--- src/design/focal_point_phase_macros.svh ---
// assertion macros shared by the focal point phase rtl
`ifndef FOCAL_POINT_PHASE_MACROS_SVH
`define FOCAL_POINT_PHASE_MACROS_SVH

// property holds at every clock edge outside reset
`define FPP_ASSERT(lbl, prop, msg) \
  lbl: assert property (@(posedge clk_i) disable iff (!rst_ni) (prop)) else $error(msg);

// consequent holds in the cycle after the antecedent
`define FPP_ASSERT_NEXT(lbl, ante, cons, msg) \
  lbl: assert property (@(posedge clk_i) disable iff (!rst_ni) (ante) |=> (cons)) \
    else $error(msg);

`endif

--- src/design/fpp_sqrt.sv ---
// pipelined integer square root, one root bit per stage
`default_nettype none
module fpp_sqrt #(
  parameter int RW = 23
) (
  input  wire logic            clk_i,
  input  wire logic            rst_ni,
  input  wire logic            adv_i,
  input  wire logic            valid_i,
  input  wire logic [2*RW-1:0] rad_i,
  output logic                 valid_o,
  output logic [RW-1:0]        root_o
);

  logic            vq [RW+1];
  logic [2*RW-1:0] nq [RW+1];
  logic [RW-1:0]   rq [RW+1];
  logic [RW-1:0]   qq [RW+1];

  assign vq[0] = valid_i;
  assign nq[0] = rad_i;
  assign rq[0] = '0;
  assign qq[0] = '0;

  for (genvar s = 0; s < RW; s++) begin : g_stage
    logic [RW+1:0] cur, trial, diff;
    logic          ge;

    always_comb begin
      cur   = {rq[s], nq[s][2*RW-1 -: 2]};
      trial = {qq[s], 2'b01};
      diff  = cur - trial;
      ge    = cur >= trial;
    end

    always_ff @(posedge clk_i or negedge rst_ni) begin
      if (!rst_ni) begin
        vq[s+1] <= 1'b0;
      end else if (adv_i) begin
        vq[s+1] <= vq[s];
      end
    end

    always_ff @(posedge clk_i) begin
      if (adv_i) begin
        nq[s+1] <= nq[s] << 2;
        rq[s+1] <= ge ? diff[RW-1:0] : cur[RW-1:0];
        qq[s+1] <= {qq[s][RW-2:0], ge};
      end
    end
  end

  assign valid_o = vq[RW];
  assign root_o  = qq[RW];

endmodule
`default_nettype wire

--- config.mk ---
export PLATFORM = sky130hd
export DESIGN_NAME = fpp_sqrt
export DESIGN_NICKNAME = d
export VERILOG_FILES = /design/src/design/focal_point_phase_macros.svh /design/src/design/fpp_sqrt.sv
export SDC_FILE = /design/constraint.sdc
export NUM_CORES = 2
export LEC_CHECK = 0
export ABC_AREA = 1
export BUFFER_PORTS_ARGS = -buffer_cell sky130_fd_sc_hd__clkbuf_2
export CORE_MARGIN = 2
export CORE_UTILIZATION = 35
export CTS_BUF_LIST = sky130_fd_sc_hd__clkbuf_2 sky130_fd_sc_hd__clkbuf_4 sky130_fd_sc_hd__clkbuf_8
export DETAILED_ROUTE_END_ITERATION = 16
export MAX_ROUTING_LAYER = met4
export PLACE_DENSITY = 0.48
export SETUP_SLACK_MARGIN = 0.5
export SKIP_LAST_GASP = 1
export SLEW_MARGIN = 15
export SYNTH_ARGS = -nofsm -noshare
export SYNTH_HDL_FRONTEND = slang
export SYNTH_SLANG_ARGS = --single-unit
--- constraint.sdc ---
create_clock -name clk_i -period 4.1 [get_ports clk_i]
set_clock_uncertainty 0.2 [all_clocks]
set_input_delay 0 -clock clk_i [delete_from_list [all_inputs] [get_ports clk_i]]
set_output_delay 0 -clock clk_i [all_outputs]
set_load 0.01 [all_outputs]
==> impl_metrics.ini <==
[outcome]
outcome = finished clean

[power]
p_total_mw = 37.2
cellLeakagePower_nw = 35.4
vdd_ir_drop_max_v = 0.000348
power_density_nw_per_um2 = 471

[clock_tree]
numCtsBuffers = 222
cts.clk_slew.worst_paths_ns = 0.06
root_buffer = clkbuf_8
clock_sinks = 1282
clk_path_buf_depth = 3
cts_tree = built
clock_latency_ns = 0.99
htree_levels = 4
cts_resized = 0

[die]
die_width_um = 449
boundaryPins = 74
fp.dieArea_um2 = 202000
core_um2 = 197000
start_util = 0.352
std_cell_rows = 163
die_h_um = 449

[place]
dpl.cell_count = 10400
hpwl_um = 136000
gp_congestion = 0.876
portBuffers = 73

[route]
vias = 51000
viasPerCell = 4.63
drtAntennaViolNets = 0
wl_per_cell_um = 16.4
routed_wl_um = 180000
drtIter0Drc = 3582
drcViolationCount = 0
dr.pass1.iters = 5

[grt]
grt_use_total = 0.182
grt_overflow = 0
globalRouteMet2Util = 0.304
grt.busiest_layer = met2
grt_pass1_vias = 49800
use_met1 = 0.232
antenna_found_initial = 3
grt_pass1_wl_um = 281000
grt_start_max_net_pins = 99
grt_use_met3 = 0.0248

[critical_path]
critPathLaunchType = flip-flop
path_max_fanout = 21
crit_type = flip-flop to flip-flop
cp.required_ns = 4.59
critPathCaptureType = flip-flop
critPathArrivalTime_ns = 3.64

[finish]
fin_cells = 11000
final_cell_mix = nand2_1, inv_1, edfxtp_1
final_common_cell = nand2_1
final_util = 0.401
nets = 8508
synthToLayoutAreaGrowth_pct = 13.9
drive_gt1_frac = 0.0766

[synthesis]
dominantRegCellSynth = edfxtp_1
yosys_register_bits = 1282
avgSynthCellArea_um2 = 8.95
synth_cells = 7746
synth_edf_count = 1259
synthDistinctLibCells = 54
synthArstFlopShare = 0.0179
yosysSeqAreaShare = 0.554
synth.net_count = 8096
ys.warnings.count = 0
synthesis.area_um2 = 69300

[sta]
min_period_ns = 3.15
rsz0062_at_grt = false
setup_viol = 0
finalSetupTns_ns = 0
hold_viol = 0
maxSlewHeadroom = 0.312
fin_crit_sh = 0.769
slew_viol_final = 0
worstMarginPinSlew_ns = 1.03
fmax_ghz = 0.317

[hold_path]
hp-class = input port to flip-flop

[job]
maxCapViolations = 0
critical path, stage by stage (launching register included):
cell and delay, ns:
edfxtp_1 0.48, inv_1 0.10, ha_1 0.35, nand2_2 0.13, inv_1 0.05, nand2_1 0.05, nand2_1 0.10, nand3b_1 0.28
nand2_1 0.15, inv_1 0.06, nor2_2 0.43, buf_4 0.37, o21ai_1 0.10
synthesized netlist by cell type, types with 12 or more instances:
cell	number	area, µm²
nand2_2	21	131
nor2_4	13	146
dfrtp_1	23	576
xor2_1	119	1040
xnor2_1	72	631
inv_2	14	52.6
nand3b_1	85	638
nand3_2	12	120
nor2_2	40	250
a21oi_1	269	1350
o21ai_1	48	240
a21oi_2	19	166
nand4_1	145	907
buf_6	36	405
nand3_1	422	2110
edfxtp_1	1259	37800
o21ai_0	124	621
nand2_1	2561	9610
nor2_1	653	2450
nor3_1	59	295
inv_1	1307	4910
ha_1	300	3750
o21ai_2	27	236
buf_4	17	128
state kept, by name (all words and copies together) (netlist names):
register / count
root_o: 23
valid_o: 1
g_stage.trial: 253
g_stage.cur: 521
vq: 22
nq: 462
layout make-up:
class / instances / area (µm²)
Multi-Input combinational cell: 5065 / 25300
Timing Repair Buffer: 264 / 2310
Clock buffer: 285 / 3540
Clock inverter: 132 / 1090
Antenna cell: 3 / 7.51
Sequential cell: 1282 / 38400
Tap cell: 2640 / 3300
Inverter: 1323 / 4970
Fill cell: 19900 / 118000
final timing paths:
kind                                      start                 end  slack [ns]  cells past startpoint
max in group asynchronous                rst_ni              vq[11]        2.45                      4
max                        g_stage[18].trial[8]  g_stage[19].cur[9]        0.95                     12
min in group asynchronous                rst_ni             valid_o        0.63                      4
max reg2reg                g_stage[18].trial[8]  g_stage[19].cur[9]        0.95                     12
min reg2reg                             nq[986]             nq[942]        0.19                      0
min                                   rad_i[14]            nq[1028]        0.10                      3
kinds of logic after synthesis:
group / count (synthesis) / synth area share
and+or+nand+nor: 4053 / 0.245
buffers and inverters: 1399 / 0.0809
DFF: 1282 / 0.554
AOI/OAI and AO/OA: 519 / 0.0416
adders and majority gates: 300 / 0.0541
xor gates and xnor gates: 191 / 0.0241
other: 1 / 0.0000541
muxes: 1 / 0.000162
routing by layer:
metal	routed length (µm)	part of all wire	vias to the layer above
met4	3640	0.020	0
met1	82400	0.46	23700
met3	6800	0.038	237
met2	86900	0.48	971
li1	-	-	26000
met5	0	0	-
timing repair:
item / 4_1_cts / 5_1_grt
hold buffers: 143 / 0
hold endpoints to repair: 1352 / 0
setup buffers: 0 / 0
per-stage QoR:
step	setup WS (ns)	cell area, µm²	hold slack, ns
after detailed placement	0.971	72900	-0.181
after floorplan	1.90	69300	-0.496
after global placement	0.980	72900	-0.186
after global routing	0.749	78900	0.0463
after CTS	0.913	78900	0.00160
final	0.945	78900	0.105
power breakdown:
group	switching (mW)	internal (mW)	leakage [nW]
clock network	5.50	6.61	2.42
registers	0.995	16.2	12.4
logic	5.22	2.68	20.6
No activity file was read; power rests on OpenSTA's default activity.
