**config.mk**
```make
export PLATFORM = sky130hd
export DESIGN_NAME = fpp_div
export DESIGN_NICKNAME = d
export VERILOG_FILES = /design/src/design/focal_point_phase_macros.svh /design/src/design/fpp_pkg.sv /design/src/design/fpp_div.sv
export SDC_FILE = /design/constraint.sdc
export NUM_CORES = 2
export LEC_CHECK = 0
export BUFFER_PORTS_ARGS = -buffer_cell sky130_fd_sc_hd__clkbuf_2
export CORE_UTILIZATION = 45
export CTS_CLUSTER_DIAMETER = 100
export DETAILED_ROUTE_END_ITERATION = 8
export SYNTH_ARGS = -nofsm -noshare
export SYNTH_HDL_FRONTEND = slang
export SYNTH_SLANG_ARGS = --single-unit
```
**constraint.sdc**
```tcl
create_clock -name clk_i -period 5.6 [get_ports clk_i]
set_input_delay 1.12 -clock clk_i [delete_from_list [all_inputs] [get_ports clk_i]]
set_output_delay 1.12 -clock clk_i [all_outputs]
set_load 0.01 [all_outputs]
```
**src/design/focal_point_phase_macros.svh**
```systemverilog
// assertion macros shared by the focal point phase rtl
`ifndef FOCAL_POINT_PHASE_MACROS_SVH
`define FOCAL_POINT_PHASE_MACROS_SVH

// property holds at every clock edge outside reset
`define FPP_ASSERT(lbl, prop, msg) \
  lbl: assert property (@(posedge clk_i) disable iff (!rst_ni) (prop)) else $error(msg);

// consequent holds in the cycle after the antecedent
`define FPP_ASSERT_NEXT(lbl, ante, cons, msg) \
  lbl: assert property (@(posedge clk_i) disable iff (!rst_ni) (ante) |=> (cons)) \
    else $error(msg);

`endif

```
**src/design/fpp_pkg.sv**
```systemverilog
// types and constants for the focal point phase block
`default_nettype none
package fpp_pkg;

  typedef enum logic [2:0] {
    REG_FOCUS_X     = 3'd0,
    REG_FOCUS_Y     = 3'd1,
    REG_FOCUS_Z     = 3'd2,
    REG_WAVE_LENGTH = 3'd3,
    REG_DUTY_LEVEL  = 3'd4
  } cfg_reg_e;

  localparam int          WaveBits     = 16;
  localparam int          FracBits     = 16;
  localparam int          DutyBits     = 8;
  localparam int          PhaseBits    = 8;
  localparam logic [15:0] WaveLenReset = 16'd2176;
  localparam logic [7:0]  PhaseMax     = 8'd255;

endpackage
`default_nettype wire

```
**src/design/fpp_div.sv**
```systemverilog
// pipelined restoring divider, keeps the fraction bits of root / wavelength
`default_nettype none
module fpp_div #(
  parameter int RW = 23
) (
  input  wire logic          clk_i,
  input  wire logic          rst_ni,
  input  wire logic          adv_i,
  input  wire logic          valid_i,
  input  wire logic [RW-1:0] root_i,
  input  wire logic [15:0]   wave_i,
  output logic               valid_o,
  output logic [15:0]        frac_o
);

  localparam int DW = RW + fpp_pkg::FracBits;

  logic          vq [DW+1];
  logic [DW-1:0] dq [DW+1];
  logic [15:0]   rq [DW+1];
  logic [15:0]   qq [DW+1];

  assign vq[0] = valid_i;
  assign dq[0] = {root_i, 16'h0000};
  assign rq[0] = '0;
  assign qq[0] = '0;

  for (genvar s = 0; s < DW; s++) begin : g_stage
    logic [16:0] cur, diff;
    logic        ge;

    always_comb begin
      cur  = {rq[s], dq[s][DW-1]};
      ge   = cur >= {1'b0, wave_i};
      diff = cur - {1'b0, wave_i};
    end

    always_ff @(posedge clk_i or negedge rst_ni) begin
      if (!rst_ni) begin
        vq[s+1] <= 1'b0;
      end else if (adv_i) begin
        vq[s+1] <= vq[s];
      end
    end

    always_ff @(posedge clk_i) begin
      if (adv_i) begin
        dq[s+1] <= dq[s] << 1;
        rq[s+1] <= ge ? diff[15:0] : cur[15:0];
        qq[s+1] <= {qq[s][14:0], ge};
      end
    end
  end

  assign valid_o = vq[DW];
  assign frac_o  = qq[DW];

endmodule
`default_nettype wire

```
==> flow_metrics.py <==
metrics = {
    "yosys": {
        "synth_compound_area_share_pct": 14.32,
        "synthSimpleGateAreaFrac_pct": 9.731,
        "yosysWarningCount": 0,
        "synth_cell_types": 98,
        "synth_xor_area_share_pct": 5.637,
        "synth_commonest_cells": "997 x edfxtp_1, 609 x ha_1, 448 x nor2_1",
        "syn_nets": 6299,
        "synthCells": 5610,
        "postSynth.asyncResetShare_pct": 3.764,
        "synth-seq-cells": 1036,
        "synth_top_cell_by_area": "edfxtp_1",
        "yosysMostFrequentCell": "edfxtp_1",
        "synthesis.area_um2": 64950,
        "yosys-mux-area-fraction_pct": 7.964,
        "synth_top_family_by_area": "compound AO/OA/AOI/OAI gates",
        "yosysSeqAreaShare_pct": 47.60,
        "ys.flop_type": "edfxtp_1",
        "synthAdderAreaFrac_pct": 12.87,
        "synth_top_area_share_pct": 46.10,
        "synth.avg_cell_area_um2": 11.58,
        "synth.area.top_cells": "edfxtp_1 46%, ha_1 12%, mux2_2 7.0%, xnor2_1 3.5%, a21oi_1 3.3%",
        "synth-edff-count": 997,
    },
    "routing": {
        "viasPerCell": 5.641,
        "drtPass1Iterations": 5,
        "drc": 0,
        "vias": 44058,
        "drtIter0Drc": 2791,
        "wirelength_mm": 146.9,
        "avgRoutedWirePerCell_um": 18.81,
        "ant_nets": 0,
    },
    "floorplanning": {
        "io-pin-count": 60,
        "coreArea_um2": 143500,
        "row_count": 139,
        "fp.dieArea_um2": 145800,
        "initial_core_util_pct": 45.26,
        "die_width_um": 381.9,
        "die_y_um": 381.9,
    },
    "global_route": {
        "antenna_found_initial": 1,
        "overflow": 0,
        "grt_pass1_vias": 42766,
        "grt.total_usage_pct": 19.83,
        "grt_max_degree": 131,
        "grt_pass1_wl_mm": 231.6,
    },
    "worst_hold_path": {
        "min_path_cells": 0,
        "hp-class": "flip-flop to flip-flop",
        "worstHoldStart": "dq[1508]$_DFFE_PP_",
        "hold_end": "dq[1470]$_DFFE_PP_",
    },
    "power_and_ir_drop": {
        "irDropWorstVdd_mv": 0.3258,
        "p_total_mw": 44.71,
        "leakage_nw": 28.06,
        "power_density_nw_per_um2": 618.2,
    },
    "layout": {
        "final_nets": 6494,
        "multi_input_area_um2": 32830,
        "synthToLayoutAreaGrowth_pct": 11.35,
        "area.sequential_um2": 30910,
        "fill_cells": 12552,
        "antenna_cells": 0,
        "utilization_pct": 50.40,
        "drive_above_1_share_pct": 14.52,
    },
    "worst_setup_path": {
        "reg2reg_depth": 10,
        "path_max_fanout": 14,
        "startpoint_type": "primary input",
        "setup.worst_path.class": "primary input to flip-flop",
        "worst-r2r-setup-slack_ps": 2100,
        "startpoint": "wave_i[11]",
        "cp-end-kind": "flip-flop",
        "r2r_end": "g_stage[13].cur[15]$_DFFE_PP_",
        "cp_data_required_time_ps": 6080,
        "timing.rr.start": "g_stage[12].cur[1]$_DFFE_PP_",
        "worstPathArrival_ps": 4600,
    },
    "run_status": {
        "outcome": "complete, no violations",
    },
    "clock_network": {
        "cts_buffer_depth": 3,
        "clk_latency_ps": 760,
        "htree_num_levels": 3,
        "cts_hold_buf": 0,
        "root_buffer": "clkbuf_16",
        "tritoncts": "built",
        "post_cts_resized": 0,
        "cts_sinks": 1036,
        "cts_setup_buffers": 0,
        "clk_pin_slew_ps": 60,
        "cts_buffers": 119,
    },
    "timing": {
        "tightest_slew_ps": 1120,
        "hold_violations": 0,
        "post-route-period-util_pct": 73.45,
        "post-route-worst-setup-slack_ps": 1487,
        "slew_headroom_pct": 25.34,
        "finClkSkew_ps": 38.69,
        "slew_violations": 0,
        "finalSetupTns_ps": 0,
        "hold-worst-slack_ps": 409.0,
        "clock.fmax_mhz": 243.1,
        "finalCriticalPeriod_ps": 4113,
        "setup_viol": 0,
        "rsz0062_at_grt": "no",
    },
    "placement": {
        "post-place-ws_ps": 691.6,
        "dpl.hpwl_mm": 102.4,
        "gp_congestion": 0.8825,
        "io_buffers": 59,
    },
    "flow_run": {
        "max_cap_viol_count": 0,
    },
}
==> layout by cell type, fill, tap and decap left out, types with 143 or more instances in the layout <==
cell,count
edfxtp_1,997
ha_1,609
nor2_1,448
a21oi_1,432
mux2_2,406
o21ai_0,313
nand2_1,263
xnor2_1,257
inv_1,178
xor2_1,161
nor3_1,151
a21o_1,143
==> logic make-up after synthesis <==
logic type / after synthesis
AOI/OAI and AO/OA: 1437
and+or+nand+nor: 1327
DFF: 1036
adders and majority gates: 646
muxes: 460
xor gates and xnor gates: 418
buffers and inverters: 286
==> area by class of cell <==
cell class	instances	area share (%)
sequential	1036	42.75
clock inverter	80	1.313
multi-input combinational	4288	45.39
clock buffer	144	4.379
timing repair buffer	165	1.855
tap	1903	3.293
inverter	195	1.017
==> flip-flops by register name (all words and copies together) (netlist names) <==
| signal | cells |
|---|---|
| vq | 38 |
| dq | 253 |
| valid_o | 1 |
| g_stage.cur | 608 |
| frac_o | 16 |
| qq | 120 |
==> per-stage QoR <==
stage | std cells | instance area, um2
floorplan | 5610 | 64950
global placement | 7587 | 68200
detailed placement | 7587 | 68200
CTS | 7811 | 72310
global route | 7811 | 72310
finish | 7811 | 72310
==> worst max-delay path, stage by stage <==
cell and delay (ps):
clkbuf_2 100, inv_2 540, buf_4 440, ha_1 340
nand4_1 110, nor3_1 80, a2111oi_0 670, inv_1 160
o31ai_4 550, buf_4 290, o21ai_0 140
==> how the worst max path moves through the flow <==
stage / to / slack, ps / cells past startpoint
final: g_stage[38].cur[3]$_DFFE_PP_ / 1490 / 11
after detailed placement: g_stage[38].cur[7]$_DFFE_PP_ / 690 / 11
after floorplan: g_stage[14].cur[10]$_DFFE_PP_ / 50 / 12
after global placement: g_stage[11].cur[3]$_DFFE_PP_ / 790 / 13
after global routing: g_stage[38].cur[7]$_DFFE_PP_ / 1290 / 11
after CTS: g_stage[38].cur[7]$_DFFE_PP_ / 1510 / 11
==> per-layer routing <==
layer | vias up | routed length (um) | track usage, %
met2 | 779 | 68300 | 32.74
met5 | - | 0 | 0
met1 | 21182 | 69400 | 27.33
met3 | 215 | 5789 | 2.540
met4 | 0 | 3416 | 5.481
li1 | 21882 | - | -
==> power by group <==
group | leakage [nW] | switching (mW) | total [mW] | internal [mW]
clock network | 1.96 | 3.34 | 8.13 | 4.79
logic | 15.9 | 11.5 | 22.3 | 10.8
registers | 10.2 | 1.65 | 14.3 | 12.7
Power figures use the tool's default switching activity.
